File: config.mk
export PLATFORM = sky130hd
export DESIGN_NAME = symbolic_mode_parser_unit_flat
export DESIGN_NICKNAME = d
export VERILOG_FILES = /design/src/sv/smp_pkg.sv /design/src/sv/smp_if.sv /design/src/sv/symbolic_mode_parser_unit.sv /design/src/sv/smp_parser.sv /design/src/flat_wrapper.sv
export SDC_FILE = /design/constraint.sdc
export NUM_CORES = 1
export LEC_CHECK = 0
export ABC_AREA = 1
export BUFFER_PORTS_ARGS = -buffer_cell sky130_fd_sc_hd__buf_2
export CAP_MARGIN = 20
export CORE_MARGIN = 5
export CORE_UTILIZATION = 50
export CTS_CLUSTER_DIAMETER = 50
export DETAILED_ROUTE_END_ITERATION = 16
export PLACE_DENSITY = 0.69
export SKIP_CTS_REPAIR_TIMING = 1
export SYNTH_ARGS = -nofsm -noshare
export SYNTH_HDL_FRONTEND = slang
export SYNTH_SLANG_ARGS = --single-unit
File: constraint.sdc
create_clock -name clk -period 2.7 [get_ports clk]
set_clock_uncertainty 0.2 [all_clocks]
set_input_delay 0.405 -clock clk [delete_from_list [all_inputs] [get_ports clk]]
set_output_delay 0.405 -clock clk [all_outputs]
set_load 0.05 [all_outputs]
File: src/sv/smp_pkg.sv
`default_nettype none
// ----------------------------------------------------------------------------
// smp_pkg
// Shared types and command codes for the symbolic mode parser.
// ----------------------------------------------------------------------------
package smp_pkg;

  // command codes of an input word
  localparam logic [1:0] CMD_BEGIN  = 2'd0;
  localparam logic [1:0] CMD_CHAR   = 2'd1;
  localparam logic [1:0] CMD_FINISH = 2'd2;

  // one input word as held in the input register
  typedef struct packed {
    logic [1:0]  command;
    logic [7:0]  ch;
    logic [11:0] base_mode;
  } smp_item_t;

  // one result word
  typedef struct packed {
    logic [11:0] mode;
    logic        error;
  } smp_res_t;

endpackage
`default_nettype wire

File: src/sv/smp_if.sv
`default_nettype none
// ----------------------------------------------------------------------------
// smp_in_if / smp_out_if
// Valid/ready channels carrying input words and result words.
// ----------------------------------------------------------------------------
interface smp_in_if;
  logic        valid;
  logic        ready;
  logic [1:0]  command;
  logic [7:0]  ch;
  logic [11:0] base_mode;

  modport source (output valid, output command, output ch, output base_mode, input ready);
  modport sink   (input valid, input command, input ch, input base_mode, output ready);
endinterface

interface smp_out_if;
  logic        valid;
  logic        ready;
  logic [11:0] mode;
  logic        error;

  modport source (output valid, output mode, output error, input ready);
  modport sink   (input valid, input mode, input error, output ready);
endinterface
`default_nettype wire

File: src/sv/symbolic_mode_parser_unit.sv
`default_nettype none
// A finish word is parsed from the input register into the result register.
// One word per cycle is taken while no finish word waits; each word updates the parse state.
// A finish word waits in the input register only while a result word is held.
// Reset clears the parse state to the who phase with a zero mode and empties both registers.
// ----------------------------------------------------------------------------
// symbolic_mode_parser_unit
// Top level: input register, parser, result register with valid/ready channels.
// ----------------------------------------------------------------------------
module symbolic_mode_parser_unit (
  input  wire           clk,
  input  wire           rst_n,
  smp_in_if.sink        in_bus,
  smp_out_if.source     out_bus
);
  import smp_pkg::*;

  logic      s1_valid_r;
  smp_item_t s1_item_r;
  logic      out_valid_r, out_valid_nxt;
  smp_res_t  out_res_r;
  logic      step_en;
  logic      res_valid;
  smp_res_t  res;

  // the held word moves on unless it is a finish facing a full result register
  assign step_en = s1_valid_r &&
                   ((s1_item_r.command != CMD_FINISH) || !out_valid_r || out_bus.ready);
  assign in_bus.ready  = !s1_valid_r || step_en;
  assign out_valid_nxt = res_valid || (out_valid_r && !out_bus.ready);

  // input and result register valid control
  always_ff @(posedge clk) begin
    if (!rst_n) begin
      s1_valid_r  <= 1'b0;
      out_valid_r <= 1'b0;
    end else begin
      if (in_bus.ready) s1_valid_r <= in_bus.valid;
      out_valid_r <= out_valid_nxt;
    end
  end

  // payload registers
  always_ff @(posedge clk) begin
    if (in_bus.ready && in_bus.valid) begin
      s1_item_r.command   <= in_bus.command;
      s1_item_r.ch        <= in_bus.ch;
      s1_item_r.base_mode <= in_bus.base_mode;
    end
    if (res_valid) out_res_r <= res;
  end

  smp_parser u_parser (
    .clk       (clk),
    .rst_n     (rst_n),
    .step_en   (step_en),
    .item      (s1_item_r),
    .res_valid (res_valid),
    .res       (res)
  );

  assign out_bus.valid = out_valid_r;
  assign out_bus.mode  = out_res_r.mode;
  assign out_bus.error = out_res_r.error;

`ifndef SYNTHESIS
  // a pending result is never overwritten
  a_no_overwrite: assert property (@(posedge clk) disable iff (!rst_n)
    (out_valid_r && !out_bus.ready) |-> !res_valid)
    else $error("result register overwritten while stalled");

  // only a full input register can hold off the source
  a_ready_low: assert property (@(posedge clk) disable iff (!rst_n)
    !in_bus.ready |-> s1_valid_r)
    else $error("input stalled with empty input register");

  // words other than finish never wait
  a_nonfinish_moves: assert property (@(posedge clk) disable iff (!rst_n)
    (s1_valid_r && (s1_item_r.command != CMD_FINISH)) |-> step_en)
    else $error("non-finish word held");

  // an error result carries a zero mode
  a_err_zero: assert property (@(posedge clk) disable iff (!rst_n)
    (out_valid_r && out_res_r.error) |-> (out_res_r.mode == 12'd0))
    else $error("error result with nonzero mode");

  // a result appears in the cycle after a finish word steps
  a_res_follows: assert property (@(posedge clk) disable iff (!rst_n)
    (step_en && (s1_item_r.command == CMD_FINISH)) |=> out_valid_r)
    else $error("finish produced no result");
`endif

endmodule
`default_nettype wire

File: src/sv/smp_parser.sv
`default_nettype none
// ----------------------------------------------------------------------------
// smp_parser
// Parse state registers and the per-word next-state logic.
// ----------------------------------------------------------------------------
module smp_parser (
  input  wire                  clk,
  input  wire                  rst_n,
  input  wire                  step_en,
  input  smp_pkg::smp_item_t   item,
  output logic                 res_valid,
  output smp_pkg::smp_res_t    res
);
  import smp_pkg::*;

  typedef enum logic {PH_WHO, PH_PERM} phase_t;
  typedef enum logic [1:0] {OP_ADD, OP_SUB, OP_SET} op_t;

  // characters
  localparam logic [7:0] CHR_U     = 8'h75;
  localparam logic [7:0] CHR_G     = 8'h67;
  localparam logic [7:0] CHR_O     = 8'h6f;
  localparam logic [7:0] CHR_A     = 8'h61;
  localparam logic [7:0] CHR_R     = 8'h72;
  localparam logic [7:0] CHR_W     = 8'h77;
  localparam logic [7:0] CHR_X     = 8'h78;
  localparam logic [7:0] CHR_S     = 8'h73;
  localparam logic [7:0] CHR_T     = 8'h74;
  localparam logic [7:0] CHR_PLUS  = 8'h2b;
  localparam logic [7:0] CHR_MINUS = 8'h2d;
  localparam logic [7:0] CHR_EQ    = 8'h3d;
  localparam logic [7:0] CHR_COMMA = 8'h2c;

  // permission masks
  localparam logic [8:0]  WHO_U    = 9'o700;
  localparam logic [8:0]  WHO_G    = 9'o070;
  localparam logic [8:0]  WHO_O    = 9'o007;
  localparam logic [8:0]  WHO_ALL  = 9'o777;
  localparam logic [8:0]  PERM_R   = 9'o444;
  localparam logic [8:0]  PERM_W   = 9'o222;
  localparam logic [8:0]  PERM_X   = 9'o111;
  localparam logic [11:0] BIT_SUID = 12'o4000;
  localparam logic [11:0] BIT_SGID = 12'o2000;
  localparam logic [11:0] BIT_STKY = 12'o1000;
  localparam logic [11:0] SPECIAL  = 12'o7000;

  logic [11:0] running_mode_r, running_mode_nxt;
  logic [8:0]  who_mask_r, who_mask_nxt;
  logic        who_seen_r, who_seen_nxt;
  op_t         op_r, op_nxt;
  phase_t      phase_r, phase_nxt;
  logic        perms_seen_r, perms_seen_nxt;
  logic [11:0] add_bits_r, add_bits_nxt;
  logic [11:0] remove_bits_r, remove_bits_nxt;
  logic        error_r, error_nxt;

  // mode after applying the clause being built
  function automatic logic [11:0] close_clause(
    input logic [11:0] rm,
    input logic [8:0]  who,
    input logic        perms,
    input op_t         op,
    input logic [11:0] addb,
    input logic [11:0] remb
  );
    logic [11:0] w;
    logic [11:0] r;
    w = {3'b000, who};
    if (!perms) begin
      unique case (op)
        OP_ADD:  r = rm | w;
        OP_SUB:  r = rm & ~w;
        default: r = (rm & SPECIAL) | w;
      endcase
    end else if (op == OP_SET) begin
      r = (rm & SPECIAL) | addb;
    end else begin
      r = (rm | addb) & ~remb;
    end
    return r;
  endfunction

  logic        is_who, is_oper, is_perm;
  logic [8:0]  who_bit;
  logic [11:0] perm_bit;
  op_t         ch_op;
  logic [11:0] closed_mode;
  logic        fin_err;

  // character decode
  always_comb begin
    is_who  = (item.ch == CHR_U) || (item.ch == CHR_G) ||
              (item.ch == CHR_O) || (item.ch == CHR_A);
    is_oper = (item.ch == CHR_PLUS) || (item.ch == CHR_MINUS) || (item.ch == CHR_EQ);
    priority if (item.ch == CHR_U) who_bit = WHO_U;
    else if (item.ch == CHR_G)     who_bit = WHO_G;
    else if (item.ch == CHR_O)     who_bit = WHO_O;
    else                           who_bit = WHO_ALL;
    priority if (item.ch == CHR_PLUS) ch_op = OP_ADD;
    else if (item.ch == CHR_MINUS)    ch_op = OP_SUB;
    else                              ch_op = OP_SET;
    is_perm  = 1'b1;
    perm_bit = '0;
    priority if (item.ch == CHR_R) perm_bit = {3'b000, PERM_R & who_mask_r};
    else if (item.ch == CHR_W)     perm_bit = {3'b000, PERM_W & who_mask_r};
    else if (item.ch == CHR_X)     perm_bit = {3'b000, PERM_X & who_mask_r};
    else if (item.ch == CHR_S)
      perm_bit = ((|(who_mask_r & WHO_U)) ? BIT_SUID : 12'd0) |
                 ((|(who_mask_r & WHO_G)) ? BIT_SGID : 12'd0);
    else if (item.ch == CHR_T)     perm_bit = BIT_STKY;
    else                           is_perm = 1'b0;
    closed_mode = close_clause(running_mode_r, who_mask_r, perms_seen_r, op_r,
                               add_bits_r, remove_bits_r);
  end

  // next state for the word in the input register
  always_comb begin
    running_mode_nxt = running_mode_r;
    who_mask_nxt     = who_mask_r;
    who_seen_nxt     = who_seen_r;
    op_nxt           = op_r;
    phase_nxt        = phase_r;
    perms_seen_nxt   = perms_seen_r;
    add_bits_nxt     = add_bits_r;
    remove_bits_nxt  = remove_bits_r;
    error_nxt        = error_r;
    fin_err          = error_r;
    res_valid        = 1'b0;
    res.mode         = '0;
    res.error        = 1'b0;
    if (step_en) begin
      unique case (item.command)
        CMD_BEGIN: begin
          running_mode_nxt = item.base_mode;
          error_nxt        = 1'b0;
          who_mask_nxt     = '0;
          who_seen_nxt     = 1'b0;
          op_nxt           = OP_ADD;
          phase_nxt        = PH_WHO;
          perms_seen_nxt   = 1'b0;
          add_bits_nxt     = '0;
          remove_bits_nxt  = '0;
        end
        CMD_CHAR: begin
          if (!error_r) begin
            if (phase_r == PH_WHO) begin
              if (is_who) begin
                who_seen_nxt = 1'b1;
                who_mask_nxt = who_mask_r | who_bit;
              end else if (is_oper) begin
                if (!who_seen_r) who_mask_nxt = WHO_ALL;
                op_nxt          = ch_op;
                phase_nxt       = PH_PERM;
                perms_seen_nxt  = 1'b0;
                add_bits_nxt    = '0;
                remove_bits_nxt = '0;
              end else begin
                error_nxt = 1'b1;
              end
            end else begin
              if (item.ch == CHR_COMMA) begin
                running_mode_nxt = closed_mode;
                who_mask_nxt     = '0;
                who_seen_nxt     = 1'b0;
                op_nxt           = OP_ADD;
                phase_nxt        = PH_WHO;
                perms_seen_nxt   = 1'b0;
                add_bits_nxt     = '0;
                remove_bits_nxt  = '0;
              end else if (is_oper) begin
                // next operator opens a clause with the default who
                running_mode_nxt = closed_mode;
                who_mask_nxt     = WHO_ALL;
                who_seen_nxt     = 1'b0;
                op_nxt           = ch_op;
                perms_seen_nxt   = 1'b0;
                add_bits_nxt     = '0;
                remove_bits_nxt  = '0;
              end else if (is_perm) begin
                perms_seen_nxt = 1'b1;
                if (op_r == OP_SUB) remove_bits_nxt = remove_bits_r | perm_bit;
                else                add_bits_nxt    = add_bits_r | perm_bit;
              end else begin
                error_nxt = 1'b1;
              end
            end
          end
        end
        CMD_FINISH: begin
          if (!error_r) begin
            if (phase_r == PH_PERM) running_mode_nxt = closed_mode;
            else if (who_seen_r)    fin_err = 1'b1;
          end
          res_valid       = 1'b1;
          res.mode        = fin_err ? 12'd0 : running_mode_nxt;
          res.error       = fin_err;
          error_nxt       = 1'b0;
          who_mask_nxt    = '0;
          who_seen_nxt    = 1'b0;
          op_nxt          = OP_ADD;
          phase_nxt       = PH_WHO;
          perms_seen_nxt  = 1'b0;
          add_bits_nxt    = '0;
          remove_bits_nxt = '0;
        end
        default: begin
          // unused command leaves everything as it is
        end
      endcase
    end
  end

  // parse state
  always_ff @(posedge clk) begin
    if (!rst_n) begin
      running_mode_r <= '0;
      who_mask_r     <= '0;
      who_seen_r     <= 1'b0;
      op_r           <= OP_ADD;
      phase_r        <= PH_WHO;
      perms_seen_r   <= 1'b0;
      add_bits_r     <= '0;
      remove_bits_r  <= '0;
      error_r        <= 1'b0;
    end else begin
      running_mode_r <= running_mode_nxt;
      who_mask_r     <= who_mask_nxt;
      who_seen_r     <= who_seen_nxt;
      op_r           <= op_nxt;
      phase_r        <= phase_nxt;
      perms_seen_r   <= perms_seen_nxt;
      add_bits_r     <= add_bits_nxt;
      remove_bits_r  <= remove_bits_nxt;
      error_r        <= error_nxt;
    end
  end

endmodule
`default_nettype wire
File: src/flat_wrapper.sv
// flat-port wrapper written by rule: the top's interface ports become plain ports
module symbolic_mode_parser_unit_flat import smp_pkg::*;
  (clk, rst_n, in_bus_valid, in_bus_command, in_bus_ch, in_bus_base_mode, in_bus_ready, out_bus_valid, out_bus_mode, out_bus_error, out_bus_ready);
  smp_in_if in_bus_i ();
  smp_out_if out_bus_i ();
  input  wire clk;
  input  wire rst_n;
  input wire logic [$bits(in_bus_i.valid)-1:0] in_bus_valid;
  input wire logic [$bits(in_bus_i.command)-1:0] in_bus_command;
  input wire logic [$bits(in_bus_i.ch)-1:0] in_bus_ch;
  input wire logic [$bits(in_bus_i.base_mode)-1:0] in_bus_base_mode;
  output wire logic [$bits(in_bus_i.ready)-1:0] in_bus_ready;
  output wire logic [$bits(out_bus_i.valid)-1:0] out_bus_valid;
  output wire logic [$bits(out_bus_i.mode)-1:0] out_bus_mode;
  output wire logic [$bits(out_bus_i.error)-1:0] out_bus_error;
  input wire logic [$bits(out_bus_i.ready)-1:0] out_bus_ready;
  assign in_bus_i.valid = in_bus_valid;
  assign in_bus_i.command = in_bus_command;
  assign in_bus_i.ch = in_bus_ch;
  assign in_bus_i.base_mode = in_bus_base_mode;
  assign in_bus_ready = in_bus_i.ready;
  assign out_bus_valid = out_bus_i.valid;
  assign out_bus_mode = out_bus_i.mode;
  assign out_bus_error = out_bus_i.error;
  assign out_bus_i.ready = out_bus_ready;
  symbolic_mode_parser_unit u_core (.clk(clk), .rst_n(rst_n), .in_bus(in_bus_i), .out_bus(out_bus_i));
endmodule
==> results by group <==
Final layout
  • Synthesis-to-layout area growth: 10.8%
  • Finished Core Util: ~56%
  • N_diodes: 0
  • Final nets: approximately 740
  • Share of cells above drive strength 1: between 10% and 20%
  • FILL cells: ~950
  • Final Cell Area: 0.00538 sq mm

Hold path
  • Worst min path class: input pin to register

Power and ir drop
  • Leak: between 2 and 2.5 nW
  • Power Density: roughly 520 mW/mm^2
  • IR drop worst, VDD: ~290 uV

Global routing
  • Total track usage: approximately a fifth
  • Gr ovfl total: 0
  • First-pass GRT wire length: between 15,000 and 20,000 um
  • Antenna violations before repair: 0
  • Vias in the first global route: around 4,100
  • Largest net degree at the start of global routing: 29

Yosys
  • Syn Area/Cell: 7.23 sq um
  • Syn Std Cell Area: about 0.005 sq mm
  • Synth cell types: 29
  • Syn nets: 702
  • Sequential share of the synthesized area: between 40% and 50%
  • Seq cells post-synth: 88
  • Synth warn: 0
  • Cells after synthesis: 672

Placement
  • Placed Area: approximately 0.005 sq mm
  • Global placer's final weighted congestion: about 0.85
  • PortBufs: 40
  • DP Wirelength: 8670 um

Routing
  • Antenna-violating nets left: 0
  • Vias: between 4,000 and 5,000
  • Iteration-0 DRC count of the detailed router: between 200 and 300
  • DR vias/cell: about 5.1
  • Router iterations before antenna repair: 4
  • WL/cell: between 10 and 15 um
  • Sum of routed wire length over all layers: 11,500 um
  • DRC Markers: 0

STA
  • Final cycle utilization of the critical path: ~88%
  • Slew margin rel.: roughly 62%
  • Minimum clock period: around 2.4 ns
  • Slew of the pin with the lowest slew margin: between 0.5 and 0.6 ns
  • Final Hold Fails: 0
  • Peak Freq: 419 MHz
  • Unrepaired setup endpoints after global routing: no
  • Final setup TNS: 0 ns
  • Final Hold Slack: just under 0.006 ns
  • Setup violators final: 0
  • Final Max Slew Viols: 0

Clock network
  • CTS tree: built
  • # H-tree levels: 3
  • CTS Sinks: just under 90
  • Root Buffer: clkbuf_8
  • Clk pin slew, worst setup/hold paths: about 0.090 ns
  • Clock tree buffer depth: 2
  • Clock latency on the worst-skew pair: between 0.3 and 0.4 ns
  • CTS Buf Count: 9

Floorplan
  • Io pins: 41
  • Die Width: approximately 110 um
  • Die H: roughly 110 um
  • Initial core utilization: 50.4%
  • Die area: ~0.012 sq mm
  • Row count: 36
  • CORE AREA: a little under 0.01 sq mm

Setup path
  • Worst-case register-to-register setup slack: approximately 0.31 ns
  • Arrival @ worst endpoint: about 2.5 ns
  • CP Data Required Time: 2.76 ns
  • Max stage delay on crit path: approximately 0.4 ns
  • Nature of the critical path startpoint: register
  • CP max-delay cell: edfxtp_1
  • Crit Path Class: register to register
  • Cell family with most CP delay: simple AND/OR/NAND/NOR gates
  • Worst-path cell chain: inv_1 -> ha_1 -> nand3_1 -> nand2_2 -> nor2_4 -> nand2_2 -> o21bai_4 -> nand2_4 -> nand3_1 -> nand2_2 -> nor2_1
  • Worst path bufs/invs: 1
  • Crit path max fanout: 28
  • CP Capture Type: register
  • Most used cell along the critical path: nand2_2

Outcome
  • Outcome: complete, no violations

Flow run
  • Max Cap Viol: 0
-- power by group --
part	total (mW)	internal (mW)	switching, mW
clock network	1.00	0.523	0.479
logic	0.335	0.104	0.232
registers	1.44	1.42	0.0185
total	2.78	2.05	0.729
-- registers in the layout (all words and copies together), names as in the netlist --
register	cells
u_core.out_bus.error	1
u_core.out_bus.mode	12
u_core.out_bus.valid	1
u_core.s1_item_r	22
u_core.s1_valid_r	1
u_core.u_parser.add_bits_r	12
u_core.u_parser.error_r	1
u_core.u_parser.op_r	2
u_core.u_parser.perms_seen_r	1
u_core.u_parser.phase_r	1
u_core.u_parser.remove_bits_r	12
u_core.u_parser.running_mode_r	12
u_core.u_parser.who_mask_r	9
u_core.u_parser.who_seen_r	1
-- synthesized netlist by cell type (all sizes together) --
cell type | count | area share [%]
a21boi | 3 | 0.46
a21oi | 39 | 4.0
a31oi | 2 | 0.26
buf | 12 | 2.1
clkbuf | 11 | 0.85
clkinv | 1 | 0.077
dfxtp | 53 | 22
edfxtp | 35 | 22
ha | 4 | 1.0
inv | 111 | 8.6
nand2 | 172 | 14
nand3 | 65 | 7.8
nand4 | 2 | 0.39
nor2 | 119 | 11
nor3 | 1 | 0.10
o2111ai | 1 | 0.18
o211ai | 9 | 1.4
o21ai | 30 | 3.1
o21bai | 1 | 0.39
o31ai | 1 | 0.15
-- logic make-up (layout without fill, tap and decap cells) --
| kind of cell | count (synthesis) | in the layout | share of synthesized area (%) |
|---|---|---|---|
| simple gates | 359 | 359 | 33.9 |
| buf+inv | 135 | 179 | 11.6 |
| flops | 88 | 88 | 43.5 |
| compound gates | 86 | 86 | 9.94 |
| fa+ha+maj | 4 | 4 | 1.03 |
-- per-layer routing --
metal	wire (um)	vias up	global-route usage, %
li1	-	2179	-
met1	4930	1966	25.2
met2	5700	124	35.1
met3	524	29	2.45
met4	337	0	10.0
met5	0	-	0
-- cell usage in the layout, fill, tap and decap left out --
master and instances:
a21boi_0 2, a21boi_1 1, a21oi_1 39, a31oi_1 2
buf_2 40, buf_4 7, bufinv_16 2, clkbuf_1 2
clkbuf_8 9, clkinv_1 1, clkinv_2 2, dfxtp_1 53
dlygate4sd3_1 4, edfxtp_1 35, ha_1 4, inv_1 110
inv_2 1, inv_6 1, nand2_1 159, nand2_2 10
nand2_4 3, nand3_1 54, nand3_2 11, nand4_1 1
nand4_2 1, nor2_1 90, nor2_2 23, nor2_4 6
nor3_1 1, o2111ai_1 1, o211ai_1 9, o21ai_0 30
o21bai_4 1, o31ai_1 1
-- final timing paths --
path | start | endpoint | cells after the start
worst max register to register | u_core.s1_item_r[20] | u_core.u_parser.remove_bits_r[0] | 11
worst min-delay path | in_bus_command[0] | u_core.s1_item_r[20] | 1
worst min register to register | u_core.u_parser.running_mode_r[1] | u_core.u_parser.running_mode_r[1] | 2
worst max-delay path | u_core.s1_item_r[20] | u_core.u_parser.remove_bits_r[0] | 11
-- metrics by stage --
stage,worst slack [ns],cells,power [mW]
2_1_floorplan,0.357,672,1.72
3_3_place_gp,0.417,829,1.79
3_5_place_dp,0.325,829,1.80
4_1_cts,0.317,845,2.79
5_1_grt,0.138,849,2.90
6_report,0.314,849,2.78
-- final cells by class --
cell class / instances / area, sq um / area share, %
clock buffers: 11 / 131 / 2.44
inverters: 112 / 420 / 7.81
multi-input cells: 449 / 2180 / 40.5
flip-flops and latches: 88 / 2110 / 39.2
well taps: 133 / 166 / 3.09
clock inverters: 5 / 78.8 / 1.46
repair buffers: 51 / 293 / 5.44
Note: power is estimated with default switching activity, not from simulation.
